## config.mk

```make
export PLATFORM = sky130hd
export DESIGN_NAME = sorted_priority_queue_unit
export DESIGN_NICKNAME = d
export VERILOG_FILES = /design/src/spq_pkg.sv /design/src/spq_cell.sv /design/src/sorted_priority_queue_unit.sv
export SDC_FILE = /design/constraint.sdc
export NUM_CORES = 1
export LEC_CHECK = 0
export ABC_AREA = 1
export BUFFER_PORTS_ARGS = -buffer_cell sky130_fd_sc_hd__buf_4
export CELL_PAD_IN_SITES_DETAIL_PLACEMENT = 1
export CELL_PAD_IN_SITES_GLOBAL_PLACEMENT = 1
export CORE_MARGIN = 10
export CORE_UTILIZATION = 51
export CTS_BUF_LIST = sky130_fd_sc_hd__clkbuf_16
export CTS_CLUSTER_SIZE = 20
export DETAILED_ROUTE_END_ITERATION = 10
export GPL_TIMING_DRIVEN = 0
export PLACE_DENSITY_LB_ADDON = 0.3
export SKIP_CTS_REPAIR_TIMING = 1
export SYNTH_ARGS = -nofsm -noshare
export SYNTH_HDL_FRONTEND = slang
export SYNTH_HIERARCHICAL = 1
export SYNTH_SLANG_ARGS = --single-unit
```

## constraint.sdc

```tcl
create_clock -name i_clk -period 3.8 [get_ports i_clk]
set_input_delay 0.76 -clock i_clk [delete_from_list [all_inputs] [get_ports i_clk]]
set_output_delay 0.76 -clock i_clk [all_outputs]
set_load 0.05 [all_outputs]
```

## src/spq_pkg.sv

```systemverilog
`timescale 1ns / 1ps
// ----------------------------------------------------------------------------
// Sorted priority queue package
// Request and response types, field widths and status codes shared by the
// queue top level and its storage cells.
// ----------------------------------------------------------------------------
package spq_pkg;

    // Widths of the request and response fields on the channels.
    localparam int TAG_W  = 16;
    localparam int PRIO_W = 8;
    localparam int OCC_W  = 5;

    // Request kinds.
    typedef enum logic {
        REQ_INSERT = 1'b0,
        REQ_REMOVE = 1'b1
    } t_req_type;

    // Response status codes.
    typedef enum logic [1:0] {
        ST_DONE  = 2'd0,
        ST_FULL  = 2'd1,
        ST_EMPTY = 2'd2
    } t_status;

    // One request on the input channel.
    typedef struct packed {
        t_req_type          req_type;
        logic [TAG_W-1:0]   payload;
        logic [PRIO_W-1:0]  priority_req;
    } t_spq_req;

    // One response on the output channel.
    typedef struct packed {
        t_status            status;
        logic [TAG_W-1:0]   out_payload;
        logic [PRIO_W-1:0]  out_priority;
        logic [OCC_W-1:0]   occupancy;
    } t_spq_rsp;

    // Per-cycle commands broadcast to every cell of the chain.
    typedef struct packed {
        logic insert;
        logic remove;
    } t_cell_ctl;

endpackage

```

## src/spq_cell.sv

```systemverilog
`timescale 1ns / 1ps
// ----------------------------------------------------------------------------
// Sorted priority queue cell
// Holds one entry of the sorted chain. On an insert it keeps its entry, takes
// the new entry or takes the entry of its left neighbor; on a removal it takes
// the entry of its right neighbor.
// ----------------------------------------------------------------------------
module spq_cell #(
    parameter int PRIO_BITS = 8,
    parameter int TAG_BITS  = 16
) (
    input  logic                  i_clk,
    input  spq_pkg::t_cell_ctl    i_ctl,
    input  logic                  i_occupied,
    input  logic [PRIO_BITS-1:0]  i_new_prio,
    input  logic [TAG_BITS-1:0]   i_new_tag,
    input  logic                  i_left_greater,
    input  logic [PRIO_BITS-1:0]  i_left_prio,
    input  logic [TAG_BITS-1:0]   i_left_tag,
    input  logic [PRIO_BITS-1:0]  i_right_prio,
    input  logic [TAG_BITS-1:0]   i_right_tag,
    output logic                  o_greater,
    output logic [PRIO_BITS-1:0]  o_prio,
    output logic [TAG_BITS-1:0]   o_tag
);

    logic [PRIO_BITS-1:0] r_prio;
    logic [TAG_BITS-1:0]  r_tag;
    logic [PRIO_BITS-1:0] n_prio;
    logic [TAG_BITS-1:0]  n_tag;
    logic                 w_greater;

    // The new entry goes ahead of this one when this place is free or holds
    // a strictly lower priority, which keeps equal priorities in FIFO order.
    assign w_greater = !i_occupied || (i_new_prio > r_prio);

    // Select the entry this place holds after the request.
    always_comb begin
        n_prio = r_prio;
        n_tag  = r_tag;
        if (i_ctl.insert && w_greater) begin
            if (i_left_greater) begin
                n_prio = i_left_prio;
                n_tag  = i_left_tag;
            end else begin
                n_prio = i_new_prio;
                n_tag  = i_new_tag;
            end
        end else if (i_ctl.remove) begin
            n_prio = i_right_prio;
            n_tag  = i_right_tag;
        end
    end

    // Entry storage needs no reset: occupancy comes from the entry count.
    always_ff @(posedge i_clk) begin
        r_prio <= n_prio;
        r_tag  <= n_tag;
    end

    assign o_greater = w_greater;
    assign o_prio    = r_prio;
    assign o_tag     = r_tag;

endmodule

```

## src/sorted_priority_queue_unit.sv

```systemverilog
`timescale 1ns / 1ps
// ----------------------------------------------------------------------------
// Sorted priority queue unit
// Bounded priority queue held as a chain of cells, highest priority at the
// head, equal priorities served first in, first out.
// ----------------------------------------------------------------------------
// Usage:
//   Requests arrive on the input channel (i_in_valid, o_in_stall, i_in_req).
//   A request is an insert of a tag and priority or a removal of the head.
//   Each request yields exactly one response on the output channel
//   (o_out_valid, i_out_stall, o_out_rsp) with a status, the removed entry
//   on a successful removal (zero otherwise) and the occupancy afterwards.
//   Every cell compares the new priority with its own entry and shifts or
//   takes data from a neighbor in the same cycle, so its response is valid
//   in the cycle after acceptance, held in the single output register, and
//   one request per cycle is sustained while the receiver does not stall.
//   When the receiver stalls, the response is held and o_in_stall rises
//   only while the output register is full and stalled; a response that is
//   taken frees the register for a request in the same cycle.
//   Reset empties the queue and drops any pending response; entries are not
//   cleared, since a place is only read while it lies below the count.
// ----------------------------------------------------------------------------
module sorted_priority_queue_unit #(
    parameter int DEPTH     = 16,
    parameter int PRIO_BITS = 8,
    parameter int TAG_BITS  = 16
) (
    input  logic              i_clk,
    input  logic              i_rst_n,
    input  logic              i_in_valid,
    output logic              o_in_stall,
    input  spq_pkg::t_spq_req i_in_req,
    output logic              o_out_valid,
    input  logic              i_out_stall,
    output spq_pkg::t_spq_rsp o_out_rsp
);

    localparam int CNT_W = $clog2(DEPTH + 1);

    logic                 w_accept;
    logic                 w_full;
    logic                 w_empty;
    spq_pkg::t_cell_ctl   w_ctl;
    logic [PRIO_BITS-1:0] w_new_prio;
    logic [TAG_BITS-1:0]  w_new_tag;
    logic [PRIO_BITS+spq_pkg::PRIO_W-1:0] w_prio_in_ext;
    logic [TAG_BITS+spq_pkg::TAG_W-1:0]   w_tag_in_ext;
    logic [PRIO_BITS+spq_pkg::PRIO_W-1:0] w_prio_out_ext;
    logic [TAG_BITS+spq_pkg::TAG_W-1:0]   w_tag_out_ext;
    logic [CNT_W+spq_pkg::OCC_W-1:0]      w_occ_ext;

    logic                 w_greater [DEPTH];
    logic [PRIO_BITS-1:0] w_prio    [DEPTH];
    logic [TAG_BITS-1:0]  w_tag     [DEPTH];

    logic [CNT_W-1:0]     r_count;
    logic [CNT_W-1:0]     n_count;
    logic                 r_out_valid;
    logic                 n_out_valid;
    spq_pkg::t_spq_rsp    r_rsp;
    spq_pkg::t_spq_rsp    n_rsp;

    // A request is taken whenever the output register is free or draining.
    assign o_in_stall = r_out_valid && i_out_stall;
    assign w_accept   = i_in_valid && !o_in_stall;

    assign w_full  = (r_count == CNT_W'(DEPTH));
    assign w_empty = (r_count == '0);

    // Cell commands only for requests that are not refused.
    assign w_ctl.insert = w_accept && (i_in_req.req_type == spq_pkg::REQ_INSERT) && !w_full;
    assign w_ctl.remove = w_accept && (i_in_req.req_type == spq_pkg::REQ_REMOVE) && !w_empty;

    // Resize the request fields to the storage widths.
    assign w_prio_in_ext = {{PRIO_BITS{1'b0}}, i_in_req.priority_req};
    assign w_tag_in_ext  = {{TAG_BITS{1'b0}}, i_in_req.payload};
    assign w_new_prio    = w_prio_in_ext[PRIO_BITS-1:0];
    assign w_new_tag     = w_tag_in_ext[TAG_BITS-1:0];

    // Chain of cells, head at place zero.
    for (genvar g = 0; g < DEPTH; g++) begin : g_cell
        logic                 w_left_greater;
        logic [PRIO_BITS-1:0] w_left_prio;
        logic [TAG_BITS-1:0]  w_left_tag;
        logic [PRIO_BITS-1:0] w_right_prio;
        logic [TAG_BITS-1:0]  w_right_tag;
        logic                 w_occupied;

        if (g == 0) begin : g_head
            assign w_left_greater = 1'b0;
            assign w_left_prio    = '0;
            assign w_left_tag     = '0;
        end else begin : g_mid
            assign w_left_greater = w_greater[g-1];
            assign w_left_prio    = w_prio[g-1];
            assign w_left_tag     = w_tag[g-1];
        end

        if (g == DEPTH - 1) begin : g_tail
            assign w_right_prio = '0;
            assign w_right_tag  = '0;
        end else begin : g_body
            assign w_right_prio = w_prio[g+1];
            assign w_right_tag  = w_tag[g+1];
        end

        assign w_occupied = (r_count > CNT_W'(g));

        spq_cell #(
            .PRIO_BITS (PRIO_BITS),
            .TAG_BITS  (TAG_BITS)
        ) u_cell (
            .i_clk          (i_clk),
            .i_ctl          (w_ctl),
            .i_occupied     (w_occupied),
            .i_new_prio     (w_new_prio),
            .i_new_tag      (w_new_tag),
            .i_left_greater (w_left_greater),
            .i_left_prio    (w_left_prio),
            .i_left_tag     (w_left_tag),
            .i_right_prio   (w_right_prio),
            .i_right_tag    (w_right_tag),
            .o_greater      (w_greater[g]),
            .o_prio         (w_prio[g]),
            .o_tag          (w_tag[g])
        );
    end

    // Entry count after the request.
    always_comb begin
        n_count = r_count;
        if (w_ctl.insert) begin
            n_count = r_count + CNT_W'(1);
        end else if (w_ctl.remove) begin
            n_count = r_count - CNT_W'(1);
        end
    end

    // Resize head entry and count to the response field widths.
    assign w_prio_out_ext = {{spq_pkg::PRIO_W{1'b0}}, w_prio[0]};
    assign w_tag_out_ext  = {{spq_pkg::TAG_W{1'b0}}, w_tag[0]};
    assign w_occ_ext      = {{spq_pkg::OCC_W{1'b0}}, n_count};

    // Build the response for the accepted request.
    always_comb begin
        n_rsp              = r_rsp;
        n_rsp.status       = spq_pkg::ST_DONE;
        n_rsp.out_payload  = '0;
        n_rsp.out_priority = '0;
        n_rsp.occupancy    = w_occ_ext[spq_pkg::OCC_W-1:0];
        if (i_in_req.req_type == spq_pkg::REQ_INSERT) begin
            if (w_full) begin
                n_rsp.status = spq_pkg::ST_FULL;
            end
        end else begin
            if (w_empty) begin
                n_rsp.status = spq_pkg::ST_EMPTY;
            end else begin
                n_rsp.out_payload  = w_tag_out_ext[spq_pkg::TAG_W-1:0];
                n_rsp.out_priority = w_prio_out_ext[spq_pkg::PRIO_W-1:0];
            end
        end
    end

    // Output register valid flag.
    always_comb begin
        n_out_valid = r_out_valid;
        if (w_accept) begin
            n_out_valid = 1'b1;
        end else if (!i_out_stall) begin
            n_out_valid = 1'b0;
        end
    end

    // Control state.
    always_ff @(posedge i_clk) begin
        if (!i_rst_n) begin
            r_count     <= '0;
            r_out_valid <= 1'b0;
        end else begin
            r_count     <= n_count;
            r_out_valid <= n_out_valid;
        end
    end

    // Response payload register.
    always_ff @(posedge i_clk) begin
        if (w_accept) begin
            r_rsp <= n_rsp;
        end
    end

    assign o_out_valid = r_out_valid;
    assign o_out_rsp   = r_rsp;

    // The count never exceeds the number of cells.
    a_count_bound: assert property (@(posedge i_clk) disable iff (!i_rst_n)
        r_count <= CNT_W'(DEPTH))
        else $error("entry count above depth");

    // A successful insert raises the count by one.
    a_insert_count: assert property (@(posedge i_clk) disable iff (!i_rst_n)
        w_ctl.insert |=> (r_count == $past(r_count) + CNT_W'(1)))
        else $error("insert did not raise the count");

    // A removal from an empty queue is reported as such.
    a_empty_status: assert property (@(posedge i_clk) disable iff (!i_rst_n)
        (w_accept && (i_in_req.req_type == spq_pkg::REQ_REMOVE) && w_empty)
        |=> (o_out_valid && (o_out_rsp.status == spq_pkg::ST_EMPTY)
             && (o_out_rsp.occupancy == '0)))
        else $error("empty removal not reported");

    // A response just accepted reports the count that the queue now holds.
    a_occ_match: assert property (@(posedge i_clk) disable iff (!i_rst_n)
        w_accept |=> (o_out_rsp.occupancy == $past(w_occ_ext[spq_pkg::OCC_W-1:0])))
        else $error("reported occupancy differs from count");

endmodule

```

==> results of run 1 <==
logic make-up (layout without fill, tap and decap cells):
group / Yosys count / in the layout / share of synthesized area [%]
other: 1 / 50 / 0.0133
flip-flops: 421 / 421 / 44.6
XOR/XNOR: 3 / 3 / 0.0931
AND/OR/NAND/NOR: 1524 / 1524 / 25.3
buffers and inverters: 396 / 546 / 7.70
AO/OA/AOI/OAI: 82 / 82 / 1.64
adder cells (fa/ha/maj): 134 / 134 / 5.94
multiplexers: 368 / 368 / 14.7
metrics by stage:
step | setup slack [ns] | cells | TNS [ns]
final | 0.313 | 3876 | 0
after CTS | -0.705 | 3874 | -257.08
after global routing | 0.0975 | 3876 | 0
after floorplan | 0.270 | 2977 | 0
after global placement | -1.07 | 3786 | -472.37
after detailed placement | -1.27 | 3786 | -623.89
critical path, cell delays in order, from the launching register on:
cell and delay (ns):
dfxtp_1 0.50, inv_1 0.20, ha_1 0.28, nand3_1 0.17, nand3_2 0.20, inv_1 0.69
buf_2 0.36, nand2_8 0.09, buf_6 0.15, nand2_2 0.46
sequential cells by signal, summed over array words and instances, names as in the netlist:
| name | count |
|---|---|
| g_cell.u_cell/o_prio | 128 |
| o_out_rsp | 31 |
| g_cell.u_cell/o_tag | 256 |
| o_out_valid | 1 |
| r_count | 5 |
cells in the mapped netlist (17+ instances only):
library cell and number:
nor2_2 18, a21oi_1 39, nand2_1 818, nand2_2 176, buf_6 32, edfxtp_1 415, nand2_4 17, inv_1 215
buf_2 98, nor2_1 67, o21ai_0 19, buf_4 17, nand3_1 389, ha_1 134, inv_2 18, mux2_2 368
power breakdown:
group	internal, mW	switching [mW]
registers	6.18	0.445
logic	1.92	2.83
clock network	2.32	1.93
total	10.4	5.21
path summary, 6_finish.rpt:
kind,from,endpoint,slack [ns],cells past startpoint
worst min-delay path,i_in_valid,o_out_valid$_SDFFE_PN0P_,0.47,3
worst max-delay path,r_count[1]$_SDFF_PN0_,g_cell[0].u_cell/o_prio[7]$_DFFE_PP_,0.31,9
worst min register to register,o_out_valid$_SDFFE_PN0P_,o_out_valid$_SDFFE_PN0P_,0.51,2
worst max register to register,r_count[1]$_SDFF_PN0_,g_cell[0].u_cell/o_prio[7]$_DFFE_PP_,0.31,9
per-layer routing:
metal | vias to the layer above | track usage (%)
li1 | 10216 | -
met1 | 9950 | 22.7
met2 | 286 | 45.5
met3 | 138 | 2.73
met4 | 0 | 7.75
met5 | - | 0
layout make-up:
| class | count | area, um2 |
|---|---|---|
| Tap cell | 748 | 936 |
| Inverter | 233 | 875 |
| Buffer | 163 | 1300 |
| Clock inverter | 39 | 183 |
| Timing Repair Buffer | 62 | 478 |
| Clock buffer | 49 | 1230 |
| Fill cell | 6226 | 23700 |
| Sequential cell | 421 | 12600 |
| Multi-Input combinational cell | 2160 | 13700 |
| Antenna cell | 1 | 2.50 |
==> flow_metrics.py, run 1 <==
metrics = {
    "logic_synthesis": {
        "async_flop_share_pct": 0,
        "avgSynthCellArea_um2": 9.64,
        "synth_top_area_share_pct": 44.2,
        "yosysTopAreaCell": "edfxtp_1",
        "netlist_top_cells_area": "edfxtp_1 (44%), mux2_2 (15%), nand2_1 (11%)",
        "ys_seq_elements": 421,
        "yosysWarnings": 6,
        "synth_area_um2": 28200,
        "yosysSeqAreaShare_pct": 44.6,
        "postSynthCellCount": 2929,
        "synth_edf_count": 415,
        "synth_flop_cell": "edfxtp_1",
        "synth_cell_types": 34,
    },
    "global_route": {
        "antenna_found_initial": 1,
        "grt_overflow_total": 0,
        "grt_pass1_vias": 23289,
        "grt_use_total_pct": 22.4,
        "grt_max_degree": 33,
        "grt_pass1_wl_um": 119000,
    },
    "routing": {
        "highest_layer": "met4",
        "dr_wl_met2_um": 40600,
        "vias_per_cell": 5.31,
        "drcViolationCount": 0,
        "drt.antenna.violating_nets": 0,
        "dr_wl_met3_um": 2160,
        "drt-pass1-iter-count": 5,
        "wl_met1_um": 28300,
        "wl_um": 73200,
        "vias": 20590,
        "wire_per_inst_um": 18.9,
        "drt_iter0_drc": 799,
    },
    "layout": {
        "final_common_cell": "nand2_1",
        "area_growth_pct": 10.8,
        "layout_common_cells": "nand2_1 (802), edfxtp_1 (415), nand3_1 (389), mux2_2 (368), inv_1 (228)",
        "fin_area_um2": 31300,
        "finish.utilization_pct": 56.9,
        "nets": 3253,
        "final_layout_size_suffix_gt1_share_pct": 29.2,
    },
    "floorplanning": {
        "initial_core_util_pct": 51.3,
        "die_area_um2": 65200,
        "die_w_um": 255,
        "pin_count": 62,
        "rows": 86,
        "dieHeight_um": 255,
        "coreArea_um2": 55000,
    },
    "timing": {
        "whs_ns": 0.474,
        "period_needed_ns": 3.49,
        "final-max-slew-violation-count": 0,
        "hold_violations": 0,
        "setup_viol": 0,
        "worst_pin_slew_ns": 0.996,
        "fmax_mhz": 287,
        "rsz0062_at_grt": "false",
        "finalCritPeriodShare_pct": 91.8,
        "fin_worst_skew_ns": 0.0239,
        "slew_headroom_pct": 33.1,
    },
    "placement": {
        "port_buffers": 61,
        "hpwl_um": 56100,
        "dpl-instance-area_um2": 29800,
        "gp_congestion": 0.822,
    },
    "setup_path": {
        "start_kind": "register",
        "cp_max_fo": 24,
        "cp_data_required_time_ns": 4.03,
        "arrival_ns": 3.72,
        "critPathKind": "reg -> reg",
        "endpoint_kind": "register",
    },
    "cts": {
        "clock_latency_ns": 0.61,
        "cts_buffers": 49,
        "clockRootBuffer": "clkbuf_16",
        "cts_tree": "done",
        "htree_levels": 2,
        "clkTransAtPathRegs_ns": 0.06,
        "clock-sinks": 421,
        "cts_buffer_depth": 3,
    },
    "power": {
        "leakage_nw": 14.3,
        "finalPower_mw": 15.6,
        "vdd_drop_max_uv": 385,
        "power_density_nw_per_um2": 500,
    },
    "job": {
        "cap_violations": 0,
    },
    "min_path": {
        "hold_class": "in -> reg",
    },
    "outcome": {
        "status": "finished clean",
    },
}
Note: power is estimated with default switching activity, not from simulation.
==> run 2: changes to the inputs <==
ABC_AREA = not set   (was 1)
CORE_UTILIZATION = 54   (was 51)
==> run 2 against run 1 <==
Effect of this change: clock power rose by 9.6%; via count is 22% lower; total power up 5.8%; sequential share of layout area up 0.52 points.
==> flow_metrics.py, run 2 <==
metrics = {
    "routing": {
        "drcViolationCount": 0,
        "wire_per_inst_um": 22.9,
        "drt_iter0_drc": 765,
        "drt.antenna.violating_nets": 0,
        "vias_per_cell": 5.68,
        "wl_um": 64900,
        "vias": 16063,
        "drt-pass1-iter-count": 4,
    },
    "timing": {
        "fmax_mhz": 273,
        "worst_pin_slew_ns": 0.786,
        "hold_violations": 0,
        "slew_headroom_pct": 47.0,
        "fin_worst_skew_ns": 0.0251,
        "final-max-slew-violation-count": 0,
        "whs_ns": 0.387,
        "setup_viol": 0,
        "period_needed_ns": 3.66,
        "finalCritPeriodShare_pct": 96.3,
        "rsz0062_at_grt": "false",
    },
    "floorplanning": {
        "dieHeight_um": 247,
        "coreArea_um2": 51100,
        "die_area_um2": 60900,
        "die_w_um": 247,
        "rows": 83,
        "initial_core_util_pct": 54.4,
        "pin_count": 62,
    },
    "setup_path": {
        "critPathKind": "reg -> reg",
        "path_cells": "clkbuf_1, inv_2, ha_1, or4b_4, buf_6, buf_6, nor2b_1, o21ai_1, o21ai_0, inv_1, buf_2, buf_2, mux2_2, mux2_4",
        "slowest_stage": "or4b_4",
        "cpPeakStageDelay_ns": 0.52,
        "cp_data_required_time_ns": 4.16,
        "arrival_ns": 4.02,
        "endpoint_kind": "register",
        "path_buf_inv": 7,
        "cp_max_fo": 11,
        "crit_family": "buffers and inverters",
        "start_kind": "register",
    },
    "layout": {
        "area_growth_pct": 11.1,
        "final_common_cell": "mux2_2",
        "final_cells": 2829,
        "seq_area_um2": 12600,
        "largest_reg_flops": 256,
        "nFillCells": 4888,
        "multiInputGateArea_um2": 13700,
        "final_layout_size_suffix_gt1_share_pct": 46.2,
        "layout_common_cells": "mux2_2 (448), edfxtp_1 (415), mux2_4 (304), inv_1 (171), ha_1 (134)",
        "nets": 2272,
    },
    "global_route": {
        "grt_overflow_total": 0,
        "antenna_found_initial": 1,
        "grt_max_degree": 36,
        "grt_pass1_vias": 18077,
        "grt_use_total_pct": 21.0,
        "grt_pass1_wl_um": 102000,
    },
    "power": {
        "vdd_drop_max_uv": 357,
        "power_density_nw_per_um2": 536,
        "leakage_nw": 12.6,
        "finalPower_mw": 16.5,
    },
    "outcome": {
        "status": "finished clean",
    },
    "job": {
        "cap_violations": 0,
    },
    "cts": {
        "clock-sinks": 421,
        "clock_latency_ns": 0.62,
        "htree_levels": 2,
        "cts_buffers": 48,
        "cts_tree": "done",
        "cts_buffer_depth": 3,
        "clkTransAtPathRegs_ns": 0.06,
        "clockRootBuffer": "clkbuf_16",
    },
    "placement": {
        "dpl.cell_count": 2738,
        "gp_congestion": 0.837,
        "hpwl_um": 48300,
        "port_buffers": 61,
    },
    "logic_synthesis": {
        "yosysWarnings": 6,
        "postSynthCellCount": 1949,
        "synth_area_um2": 27800,
        "avgSynthCellArea_um2": 14.3,
    },
    "min_path": {
        "hold_class": "in -> reg",
    },
}
-- run 2: final cells by class --
cell class / instances / share of cell area, %
Clock inverter: 40 / 1.06
Multi-Input combinational cell: 1302 / 44.3
Buffer: 107 / 3.54
Tap cell: 680 / 2.76
Timing Repair Buffer: 62 / 1.55
Antenna cell: 1 / 0.00811
Sequential cell: 421 / 40.8
Inverter: 167 / 2.03
Clock buffer: 49 / 3.97
-- run 2: where the power goes --
group / switching [mW] / internal, mW
registers: 0.457 / 6.25
clock network: 1.99 / 2.68
logic: 2.46 / 2.70
total: 4.90 / 11.6
-- run 2: routing by layer --
layer  global-route usage [%]  vias to the layer above  routed length, um
met5                        0                        -                  0
met2                     39.9                      208              34600
met1                     24.4                     8182              27300
met4                     5.21                        0               1230
met3                     2.83                       88               1760
li1                         -                     7585                  -
-- run 2: path summary, 6_finish.rpt --
kind	to	startpoint	cells after the start	slack, ns
worst min register to register	g_cell[14].u_cell/o_tag[13]$_DFFE_PP_	g_cell[15].u_cell/o_tag[13]$_DFFE_PP_	1	0.55
worst max-delay path	g_cell[1].u_cell/o_tag[6]$_DFFE_PP_	r_count[0]$_SDFF_PN0_	14	0.14
worst max register to register	g_cell[1].u_cell/o_tag[6]$_DFFE_PP_	r_count[0]$_SDFF_PN0_	14	0.14
worst min-delay path	o_out_valid$_SDFFE_PN0P_	i_in_valid	2	0.39
-- run 2: worst reg2reg max path, cell delays in order, from the launching register on --
cell	delay [ns]
dfxtp_1	0.33
clkbuf_1	0.23
inv_2	0.16
ha_1	0.22
or4b_4	0.52
buf_6	0.18
buf_6	0.17
nor2b_1	0.13
o21ai_1	0.10
o21ai_0	0.15
inv_1	0.07
buf_2	0.21
buf_2	0.29
mux2_2	0.39
mux2_4	0.27
-- run 2: metrics by stage --
step                      worst slack (ns)  instance area, um2  TNS [ns]  util [%]
after CTS                           -0.256               30800    -94.44      60.3
final                                0.140               30900         0      60.4
after global placement              -0.752               29300   -411.85      57.3
after global routing                0.0175               30900         0      60.4
after floorplan                      0.361               28000         0         -
after detailed placement            -0.813               29300   -455.27      57.3
